### src/sv/pud_pkg.sv
// Shared types and constants for the URL percent decoder.
package pud_pkg;

    // Most result items one input item can cause.
    localparam int MAX_RESULTS = 3;

    // One input item: a raw byte and its end-of-string flag.
    typedef struct packed {
        logic [7:0] in_byte;
        logic       is_last;
    } in_item_t;

    // One result item.
    typedef struct packed {
        logic [7:0] out_byte;
        logic       string_end;
        logic       run_end;
    } out_item_t;

    // All result items caused by one input item, in order, with their count.
    typedef struct packed {
        logic [1:0]                        count;
        out_item_t [MAX_RESULTS-1:0]       items;
    } result_group_t;

endpackage

### src/sv/pud_stream_if.sv
// Valid/ready stream channel carrying one item of a given payload type.
interface pud_stream_if #(
    parameter type payload_t = logic
);
    logic     valid;
    logic     ready;
    payload_t data;

    modport source (output valid, output data, input ready);
    modport sink   (input valid, input data, output ready);
endinterface

### src/sv/pud_decode.sv
// Percent-sequence scanner: holds the scan state and forms the results of one item.
module pud_decode (
    input  logic                   clk,
    input  logic                   rst_n,
    input  pud_pkg::in_item_t      item,
    input  logic                   fire,
    output pud_pkg::result_group_t group
);
    import pud_pkg::*;

    localparam logic [7:0] PCT_CHAR        = 8'h25;
    localparam logic [7:0] NO_DECODE_VALUE = 8'h7F;

    typedef enum logic [1:0] {
        PH_IDLE  = 2'd0,
        PH_PCT   = 2'd1,
        PH_DIGIT = 2'd2
    } phase_t;

    phase_t     phase_reg, phase_next;
    logic [7:0] held_reg, held_next;

    logic [7:0] res_bytes [4];
    logic [1:0] res_count;
    logic       reprocess;
    logic       cur_hex;

    // True for 0-9, A-F and a-f.
    function automatic logic is_hex(input logic [7:0] c);
        is_hex = (c >= 8'h30 && c <= 8'h39) || (c >= 8'h41 && c <= 8'h46) ||
                 (c >= 8'h61 && c <= 8'h66);
    endfunction

    // Digit value of a byte already known to be a hex digit.
    function automatic logic [3:0] hex_val(input logic [7:0] c);
        logic [3:0] v;
        if (c[6])
        begin
            v = c[3:0] + 4'd9;
        end
        else
        begin
            v = c[3:0];
        end
        hex_val = v;
    endfunction

    assign cur_hex = is_hex(item.in_byte);

    // Scan step: build the ordered result bytes and the next phase.
    always_comb
    begin
        res_bytes  = '{default: 8'h00};
        res_count  = 2'd0;
        reprocess  = 1'b0;
        phase_next = phase_reg;
        held_next  = held_reg;

        unique case (phase_reg)
            PH_PCT:
            begin
                if (cur_hex)
                begin
                    held_next  = item.in_byte;
                    phase_next = PH_DIGIT;
                end
                else
                begin
                    res_bytes[0] = PCT_CHAR;
                    res_count    = 2'd1;
                    phase_next   = PH_IDLE;
                    reprocess    = 1'b1;
                end
            end
            PH_DIGIT:
            begin
                phase_next = PH_IDLE;
                if (cur_hex)
                begin
                    if ({hex_val(held_reg), hex_val(item.in_byte)} != NO_DECODE_VALUE)
                    begin
                        res_bytes[0] = {hex_val(held_reg), hex_val(item.in_byte)};
                        res_count    = 2'd1;
                    end
                    else
                    begin
                        // The encoded DEL value is passed through as received.
                        res_bytes[0] = PCT_CHAR;
                        res_bytes[1] = held_reg;
                        res_bytes[2] = item.in_byte;
                        res_count    = 2'd3;
                    end
                end
                else
                begin
                    res_bytes[0] = PCT_CHAR;
                    res_bytes[1] = held_reg;
                    res_count    = 2'd2;
                    reprocess    = 1'b1;
                end
            end
            default:
            begin
                phase_next = PH_IDLE;
                reprocess  = 1'b1;
            end
        endcase

        // Handle the byte as if it arrived while idle.
        if (reprocess)
        begin
            if (item.in_byte == PCT_CHAR)
            begin
                phase_next = PH_PCT;
            end
            else
            begin
                res_bytes[res_count] = item.in_byte;
                res_count            = res_count + 2'd1;
            end
        end

        // End of string flushes whatever is still held.
        if (item.is_last)
        begin
            if (phase_next == PH_PCT)
            begin
                res_bytes[res_count] = PCT_CHAR;
                res_count            = res_count + 2'd1;
            end
            else if (phase_next == PH_DIGIT)
            begin
                res_bytes[res_count] = PCT_CHAR;
                res_count            = res_count + 2'd1;
                res_bytes[res_count] = held_next;
                res_count            = res_count + 2'd1;
            end
            phase_next = PH_IDLE;
        end
    end

    // Attach the flags to the last result of the item.
    always_comb
    begin
        group.count = res_count;
        for (int i = 0; i < MAX_RESULTS; i++)
        begin
            group.items[i].out_byte   = res_bytes[i];
            group.items[i].run_end    = (2'(i) + 2'd1 == res_count);
            group.items[i].string_end = (2'(i) + 2'd1 == res_count) && item.is_last;
        end
    end

    // Scan phase.
    always_ff @(posedge clk or negedge rst_n)
    begin
        if (!rst_n)
        begin
            phase_reg <= PH_IDLE;
        end
        else if (fire)
        begin
            phase_reg <= phase_next;
        end
    end

    // Held hex digit.
    always_ff @(posedge clk)
    begin
        if (fire)
        begin
            held_reg <= held_next;
        end
    end

endmodule

### src/sv/pud_result_fifo.sv
// Result queue: up to three items in at once, one per cycle out while out_ready.
module pud_result_fifo #(
    parameter int DEPTH_LOG2 = 3
) (
    input  logic                   clk,
    input  logic                   rst_n,
    input  logic                   push,
    input  pud_pkg::result_group_t group,
    output logic                   space_ok,
    output logic                   out_valid,
    input  logic                   out_ready,
    output pud_pkg::out_item_t     out_item
);
    import pud_pkg::*;

    localparam int DEPTH = 1 << DEPTH_LOG2;
    localparam int CNT_W = DEPTH_LOG2 + 1;

    out_item_t             mem_reg [DEPTH];
    logic [DEPTH_LOG2-1:0] wr_ptr_reg, wr_ptr_next;
    logic [DEPTH_LOG2-1:0] rd_ptr_reg, rd_ptr_next;
    logic [CNT_W-1:0]      count_reg, count_next;
    logic [1:0]            push_n;
    logic                  pop;

    assign push_n    = push ? group.count : 2'd0;
    assign pop       = out_valid && out_ready;
    assign out_valid = (count_reg != '0);
    assign out_item  = mem_reg[rd_ptr_reg];
    assign space_ok  = (count_reg <= CNT_W'(DEPTH - MAX_RESULTS));

    // Pointer and fill bookkeeping.
    always_comb
    begin
        wr_ptr_next = wr_ptr_reg + DEPTH_LOG2'(push_n);
        rd_ptr_next = rd_ptr_reg + DEPTH_LOG2'(pop);
        count_next  = count_reg + CNT_W'(push_n) - CNT_W'(pop);
    end

    always_ff @(posedge clk or negedge rst_n)
    begin
        if (!rst_n)
        begin
            wr_ptr_reg <= '0;
            rd_ptr_reg <= '0;
            count_reg  <= '0;
        end
        else
        begin
            wr_ptr_reg <= wr_ptr_next;
            rd_ptr_reg <= rd_ptr_next;
            count_reg  <= count_next;
        end
    end

    // Store the new result items in order at the write pointer.
    always_ff @(posedge clk)
    begin
        for (int i = 0; i < MAX_RESULTS; i++)
        begin
            if (2'(i) < push_n)
            begin
                mem_reg[wr_ptr_reg + DEPTH_LOG2'(i)] <= group.items[i];
            end
        end
    end

endmodule

### src/sv/url_percent_decoder_top.sv
// Top level of the URL percent decoder.
//
//  channel  | dir | payload                          | handshake
//  in_ch    | in  | in_byte[7:0], is_last            | valid/ready
//  out_ch   | out | out_byte[7:0], string_end, run_end | valid/ready
//
// An item is scanned in the cycle it is accepted; its zero to three results enter
// the result queue at that edge and leave on out_ch in order, one per cycle while
// out_ch.ready is high, so the queue drain port sets the output rate. One input
// item per cycle is taken while the queue has room for three results.
// Reset (rst_n low) returns the scanner to idle and empties the queue.
module url_percent_decoder_top #(
    parameter int QUEUE_DEPTH_LOG2 = 3
) (
    input logic         clk,
    input logic         rst_n,
    pud_stream_if.sink   in_ch,
    pud_stream_if.source out_ch
);
    import pud_pkg::*;

    result_group_t group;
    logic          space_ok;
    logic          fire;

    assign in_ch.ready = space_ok;
    assign fire        = in_ch.valid && space_ok;

    // Scanner.
    pud_decode u_decode (
        .clk   (clk),
        .rst_n (rst_n),
        .item  (in_ch.data),
        .fire  (fire),
        .group (group)
    );

    // Result queue.
    pud_result_fifo #(
        .DEPTH_LOG2 (QUEUE_DEPTH_LOG2)
    ) u_fifo (
        .clk       (clk),
        .rst_n     (rst_n),
        .push      (fire),
        .group     (group),
        .space_ok  (space_ok),
        .out_valid (out_ch.valid),
        .out_ready (out_ch.ready),
        .out_item  (out_ch.data)
    );

endmodule

### src/flat_wrapper.sv
// flat-port wrapper written by rule: the top's interface ports become plain ports
module url_percent_decoder_top_flat import pud_pkg::*;
#(
    parameter int QUEUE_DEPTH_LOG2 = 3
)
  (clk, rst_n, in_ch_valid, in_ch_data, in_ch_ready, out_ch_valid, out_ch_data, out_ch_ready);
  pud_stream_if #(.payload_t(in_item_t)) in_ch_i ();
  pud_stream_if #(.payload_t(out_item_t)) out_ch_i ();
  input logic clk;
  input logic rst_n;
  input wire logic [$bits(in_ch_i.valid)-1:0] in_ch_valid;
  input wire logic [$bits(in_ch_i.data)-1:0] in_ch_data;
  output wire logic [$bits(in_ch_i.ready)-1:0] in_ch_ready;
  output wire logic [$bits(out_ch_i.valid)-1:0] out_ch_valid;
  output wire logic [$bits(out_ch_i.data)-1:0] out_ch_data;
  input wire logic [$bits(out_ch_i.ready)-1:0] out_ch_ready;
  assign in_ch_i.valid = in_ch_valid;
  assign in_ch_i.data = in_ch_data;
  assign in_ch_ready = in_ch_i.ready;
  assign out_ch_valid = out_ch_i.valid;
  assign out_ch_data = out_ch_i.data;
  assign out_ch_i.ready = out_ch_ready;
  url_percent_decoder_top #(.QUEUE_DEPTH_LOG2(QUEUE_DEPTH_LOG2)) u_core (.clk(clk), .rst_n(rst_n), .in_ch(in_ch_i), .out_ch(out_ch_i));
endmodule
### config.mk
export PLATFORM = sky130hd
export DESIGN_NAME = url_percent_decoder_top_flat
export DESIGN_NICKNAME = d
export VERILOG_FILES = /design/src/sv/pud_pkg.sv /design/src/sv/pud_stream_if.sv /design/src/sv/pud_decode.sv /design/src/sv/pud_result_fifo.sv /design/src/sv/url_percent_decoder_top.sv /design/src/flat_wrapper.sv
export SDC_FILE = /design/constraint.sdc
export NUM_CORES = 1
export LEC_CHECK = 0
export BUFFER_PORTS_ARGS = -buffer_cell sky130_fd_sc_hd__buf_2
export CAP_MARGIN = 10
export CORE_MARGIN = 10
export CORE_UTILIZATION = 30
export CTS_CLUSTER_SIZE = 24
export DETAILED_ROUTE_END_ITERATION = 8
export GPL_TIMING_DRIVEN = 0
export PLACE_DENSITY = 0.52
export SLEW_MARGIN = 30
export SYNTH_ARGS = -nofsm -noshare
export SYNTH_HDL_FRONTEND = slang
export SYNTH_SLANG_ARGS = --single-unit
### constraint.sdc
create_clock -name clk -period 6.1 [get_ports clk]
set_input_delay 0.915 -clock clk [delete_from_list [all_inputs] [get_ports clk]]
set_output_delay 0.915 -clock clk [all_outputs]
set_load 0.02 [all_outputs]
== Word level (Yosys, flattened, before mapping) ==
Memories as Yosys holds them, arrays and structs flattened.
Cells that the tools add are included.

* Memories kept: 1
* Output and inout bits: 12
* Bits in read-only memories: 0
* Memory bits (writable): 80
* Register bits: 20
* Logic and storage cells: 114
* Latch bits: 0
* Bits of input ports: 13

* Magnitude comparators: 16
* Reduce and logical (&&, ||, !) cells: 15
* Muxes and demuxes: 51
* $add $sub $neg: 11
* Equality and inequality tests: 9
* Div/mod/pow operators: 0
* Shift operators: 0
* Bitwise gates (word level): 6
* $mul: 0

{| class="wikitable"
|+ Memories
! memory !! words !! bits a word !! read ports !! clocked after Yosys merged registers in !! write ports !! line !! text
|-
| u_core.u_fifo.mem_reg || 8 || 10 || 1 || 0 || 3 || pud_result_fifo.sv:19 || <nowiki>out_item_t mem_reg [DEPTH];</nowiki>
|}

{| class="wikitable"
|+ Operators with widths
! kind !! count
|-
| 32-bit two-way mux || 5
|-
| 32-bit bitwise mux || 2
|-
| 8-bit two-way mux || 7
|-
| 8-bit demux with 2-bit select || 3
|-
| 16-bit two-way mux || 3
|-
| 2-bit two-way mux || 13
|-
| 4-bit two-way mux || 6
|-
| 20-bit AND || 1
|-
| 20-bit inverter || 1
|-
| 8-bit by 7-bit greater-or-equal comparator with 1-bit output (second input constant) || 2
|-
| 8-bit by 7-bit less-or-equal comparator with 1-bit output (second input constant) || 2
|-
| 8-bit case mux with 2 select lines || 1
|-
| 12-bit OR || 1
|-
| 1-bit logical AND || 11
|-
| 3-bit greater-or-equal comparator (second input constant) || 3
|-
| 3-bit by 1-bit < comparator with 1-bit output (second input constant) || 3
|-
| 1-bit two-way mux || 9
|-
| 2-bit inverter with 3-bit output || 3
|-
| 4-bit adder (second input constant) || 2
|-
| 8-bit by 6-bit equality test with 1-bit output (second input constant) || 1
|-
| 8-bit by 6-bit greater-or-equal comparator with 1-bit output (second input constant) || 1
|-
| 8-bit by 6-bit less-or-equal comparator with 1-bit output (second input constant) || 1
|-
| 8-bit by 7-bit != test with 1-bit output (second input constant) || 1
|-
| 2-bit by 1-bit adder with 2-bit output (second input constant) || 3
|-
| other kinds (18) || 23
|}

== Longest topological paths before layout ==
* Depth in word-level cells: 24
* Gate-level depth with buffers: 24
* Gate-level depth less buffers: 23

== Modules after synthesis ==
From an unflattened synthesis, not the netlist that was laid out.

* Cells, all modules: 838
* Area, all modules: 7747.4 um2

{| class="wikitable"
|+ Modules (own cells, without submodules)
! module !! instances !! cells an instance !! sequential area each (um2) !! area each (um2)
|-
| pud_result_fifo || 1 || 610 || 2652.5 || 5931.9
|-
| pud_decode || 1 || 227 || 290.3 || 1809.2
|-
| url_percent_decoder_top || 1 || 1 || 0.0 || 6.3
|}

== Worst setup path after synthesis ==
No wires, ideal clock.

* Kind: input-to-reg
* From: input in_ch_data[2]
* To: register u_core.u_fifo.count_reg[3]
* Stages on the path: 22
* Library setup time: 0.079 ns
* Slack: 0.567 ns
* Data required time: 6.021 ns
* Data arrival time: 5.453 ns
* Path buffers: 0
* Cells stage by stage: inv_1 -> ha_1 -> nor2_1 -> a2111o_1 -> o211ai_1 -> a21boi_0 -> ha_1 -> nand3_1 -> o221ai_2 -> nor2_1 -> ha_1 -> nor2_1 -> o32ai_1 -> nand2_1 -> nand2_1 -> nand2_1 -> ha_1 -> inv_1 -> ha_1 -> a21o_1 -> a21oi_1 -> xor2_1

* Cells in the longest elaborated chain, start to end: 19
* Elaborated cells on any way between the ends: 40
* Those cells by class: add/sub: 6; order compare: 6; eq/ne: 4; mux: 19; reduce/logical: 5

{| class="wikitable"
|+ Ends and longest elaborated chain
! item !! line !! text
|-
| start: declaration || flat_wrapper.sv:12 || <nowiki>input wire logic [$bits(in_ch_i.data)-1:0] in_ch_data;</nowiki>
|-
| 4-bit adder || pud_decode.sv:39 || <nowiki>v = c[3:0] + 4'd9;</nowiki>
|-
| 4-bit two-way mux || pud_decode.sv:37 || <nowiki>if (c[6])</nowiki>
|-
| 4-bit two-way mux || pud_decode.sv:78 || <nowiki>if (cur_hex)</nowiki>
|-
| 4-bit two-way mux || pud_decode.sv:59 || <nowiki>unique case (phase_reg)</nowiki>
|-
| 8-bit by 7-bit != test with 1-bit output || pud_decode.sv:80 || <nowiki>if ({hex_val(held_reg), hex_val(item.in_byte)} != NO_DECODE_VALUE)</nowiki>
|-
| 2-bit two-way mux || pud_decode.sv:80 ||
|-
| 2-bit two-way mux || pud_decode.sv:78 ||
|-
| 2-bit case mux with 2 select lines || pud_decode.sv:59 ||
|-
| [4 not listed] || n/a ||
|-
| 2-bit by 1-bit adder with 2-bit output || pud_decode.sv:136 || <nowiki>res_count = res_count + 2'd1;</nowiki>
|-
| 2-bit two-way mux || pud_decode.sv:131 || <nowiki>else if (phase_next == PH_DIGIT)</nowiki>
|-
| 2-bit two-way mux || pud_decode.sv:126 || <nowiki>if (phase_next == PH_PCT)</nowiki>
|-
| 2-bit two-way mux (*) || pud_decode.sv:124 || <nowiki>if (item.is_last)</nowiki>
|-
| 2-bit two-way mux (*) || pud_result_fifo.sv:26 || <nowiki>assign push_n = push ? group.count : 2'd0;</nowiki>
|-
| 4-bit by 2-bit adder with 4-bit output (*) || pud_result_fifo.sv:37 || <nowiki>count_next = count_reg + CNT_W'(push_n) - CNT_W'(pop);</nowiki>
|-
| 4-bit by 1-bit subtractor with 4-bit output (*) || pud_result_fifo.sv:37 ||
|-
| net u_core.u_fifo.count_next[3] || pud_result_fifo.sv:22 || <nowiki>logic [CNT_W-1:0] count_reg, count_next;</nowiki>
|-
| end signal: assignment || pud_result_fifo.sv:52 || <nowiki>count_reg <= count_next;</nowiki>
|-
| end: declaration || pud_result_fifo.sv:22 ||
|}

Mark *: on every way through the listed nets, which the timed path passes. The rest lies on a longest branch. The select of a mux whose other input is x is not followed.
A chain may end at the register's enable or synchronous reset.

==> results.toml <==
[power]
ir_drop_v = 0.000154
powerDensity_mw_per_mm2 = 302
power_mw = 2.46
p_leak_nw = 3.40

[logic_synthesis]
ys_types = 70
post_synth.cell_area_avg_sq_um = 11.1
synth_nets = 689
syn_area_sq_mm = 0.00721
synth-async-reset-ratio_pct = 12.0
seq_area_frac_synth_pct = 40.8
yosys_most_used_dff = "edfxtp_1"
synthTopCellsByCount = "88 x edfxtp_1, 73 x mux2i_1, 65 x nand2_1"
synth_edf_count = 88
synth.largest_area_cell = "edfxtp_1"
netlist_instances = 647
ys_ff_latch = 100
synth-warning-count = 0
synth_top_area_share_pct = 36.7
synth.area.top_cells = "edfxtp_1 37%, mux2i_1 10%, mux4_2 6.2%, ha_1 4.7%, dfrtp_1 4.2%"
yosysMostFrequentCell = "edfxtp_1"

[critical_path]
arrival_ns = 5.79
crit_path_max_fanout = 10
regToRegSetupSlack_ns = 1.08
cp_data_required_time_ns = 6.16
crit_buf_inv = 6
max_stage_delay_ns = 0.47
worst-path-stages = 21
cp-end-kind = "register"
path_cells = "buf_2, inv_1, ha_1, nor2_1, a2111o_1, o211ai_1, a21boi_1, ha_1, nand3_1, o221ai_2, nor2_4, ha_1, nor2_1, o32ai_2, and2_1, buf_4, o211ai_2, buf_2, o211ai_1, buf_2, buf_2"
start_kind = "primary input"
critical_path_class = "in -> reg"
reg2reg_depth = 20
critPathTopFamily = "compound AO/OA/AOI/OAI gates"
cpMaxStageDelayCell = "a2111o_1"
crit_top_cell = "buf_2"

[floorplanning]
initial_core_util_pct = 30.6
die_area_sq_mm = 0.0306
core_sq_mm = 0.0235
fp.dieH_microns = 175
rows = 56
die_width_microns = 175
pin_count = 25

[grt]
met3_usage_pct = 2.00
antenna_found_initial = 0
first_global_vias = 5287
grt_use_total_pct = 12.8
grt_pass1_wl_mm = 31.4
grt_use_met2_pct = 19.7
use_met1_pct = 18.4
grt_max_degree = 18
globalRoute.busiestLayer = "met2"
grt_overflow = 0

[layout]
final_util_pct = 34.6
nFillCells = 2412
final_cells = 1021
syn2layout_area_growth_pct = 12.8
nNetsFinal = 739
stdcell_area_sq_mm = 0.00813
insertedDiodeCount = 0
layout-drive-gt1-share_pct = 20.8
largest_reg_flops = 80

[clocking]
path_clk_slew_ns = 0.07
htree_levels = 3
cts_max_path_buffers = 2
clock_sinks = 100
cts_root_buffer = "clkbuf_16"
cts_tree = "built"
worstSkewPairLatency_ns = 0.36
cts_hold_buf = 0
numCtsBuffers = 9

[hold_path]
hold_class = "in -> async"

[timing]
relSlewSlack_pct = 35.5
setup_tns_ns = 0
fin_crit_sh_pct = 93.9
skew_ns = 0.0128
setup_ws_ns = 0.371
tightest_slew_ns = 0.964
setup_viol = 0
drv_slew = 0
max_freq_mhz = 175
min_period_ns = 5.73
hold_viol_final = 0
fin_hold_ws_ns = 0.439

[detailed_routing]
routedWlPerCell_microns = 19.3
dr.pass1.iters = 6
wl_mm = 19.7
vias_per_cell = 5.26
drc_errors = 0
num_vias = 5368
drtIter0Drc = 354
antenna_left = 0

[place]
dp_cells = 993
hpwl_mm = 15.4
place_congestion = 0.876
pre_cts_slack_ns = -0.473
port_buffers = 19
placed_area_sq_mm = 0.00775

[flow_run]
drv_cap = 0

[run_status]
status = "finished clean"
## timing repair
item	4_1_cts	5_1_grt
cloned	0	0
buffers inserted	1	10
setup endpoints to repair	16	85
pin swaps	0	0
gates resized for setup	2	5
## cell usage in the layout, fill, tap and decap left out, types with 6 or more instances in the layout
cell / n
a21o_1: 10
a21oi_1: 21
a22oi_1: 8
a31oi_1: 16
and2_1: 13
buf_2: 37
buf_4: 16
buf_6: 7
clkbuf_1: 14
clkbuf_16: 9
dfrtp_1: 12
edfxtp_1: 88
ha_1: 27
inv_1: 31
mux2_1: 10
mux2_2: 16
mux2i_1: 73
mux4_2: 20
nand2_1: 62
nand3_1: 15
nor2_1: 48
o211ai_1: 18
o21ai_0: 18
o21ai_1: 6
xnor2_1: 7
xor2_1: 6
## metal layers
metal / wire length, microns / vias to the layer above
met5: 0 / -
met4: 227 / 0
met3: 829 / 18
met2: 8870 / 131
met1: 9820 / 2653
li1: - / 2566
## layout make-up
| class | instances | area, sq um | share of cell area [%] |
|---|---|---|---|
| plain buffers | 39 | 234 | 2.88 |
| clock buffers | 9 | 225 | 2.77 |
| clock inverters | 7 | 50.0 | 0.615 |
| inverters | 31 | 116 | 1.43 |
| multi-input cells | 477 | 3940 | 48.4 |
| flip-flops and latches | 100 | 2940 | 36.2 |
| well taps | 319 | 399 | 4.91 |
| repair buffers | 39 | 228 | 2.80 |
## cell families after synthesis
family                     count (synthesis)  synth area share (%)
xor gates and xnor gates                  13                  1.58
buffers and inverters                     70                  4.84
muxes                                    119                  20.4
and+or+nand+nor                          167                  10.5
adders and majority gates                 29                  5.24
AOI/OAI and AO/OA                        149                  16.6
DFF                                      100                  40.8
## path summary, 6_finish.rpt
kind,start,end
max,in_ch_data[2],u_core.u_fifo.mem_reg[1][5]
min,rst_n,u_core.u_fifo.count_reg[3]
max reg2reg,u_core.u_decode.held_reg[0],u_core.u_fifo.mem_reg[1][5]
min reg2reg,u_core.u_fifo.count_reg[0],u_core.u_fifo.count_reg[0]
max in group asynchronous,rst_n,u_core.u_fifo.count_reg[1]
min in group clk,u_core.u_fifo.count_reg[0],u_core.u_fifo.count_reg[0]
## power breakdown
part           internal [mW]  switching (mW)  leakage (nW)
sequential             0.874          0.0564         0.930
combinational          0.407           0.565          2.34
clock                  0.279           0.276         0.131
## worst reg2reg max path, stage by stage (launching register included)
cell      delay, ns
edfxtp_1       0.49
ha_1           0.34
nand4b_1       0.11
o32ai_1        0.16
o21ai_0        0.27
nand2_2        0.26
nand2_1        0.13
ha_1           0.31
nand3_1        0.10
o221ai_2       0.17
nor2_4         0.20
ha_1           0.28
nor2_1         0.08
o32ai_2        0.25
and2_1         0.25
buf_4          0.29
o211ai_2       0.19
buf_2          0.26
o211ai_1       0.11
buf_2          0.24
buf_2          0.23
(Power assumes the default switching activity.)
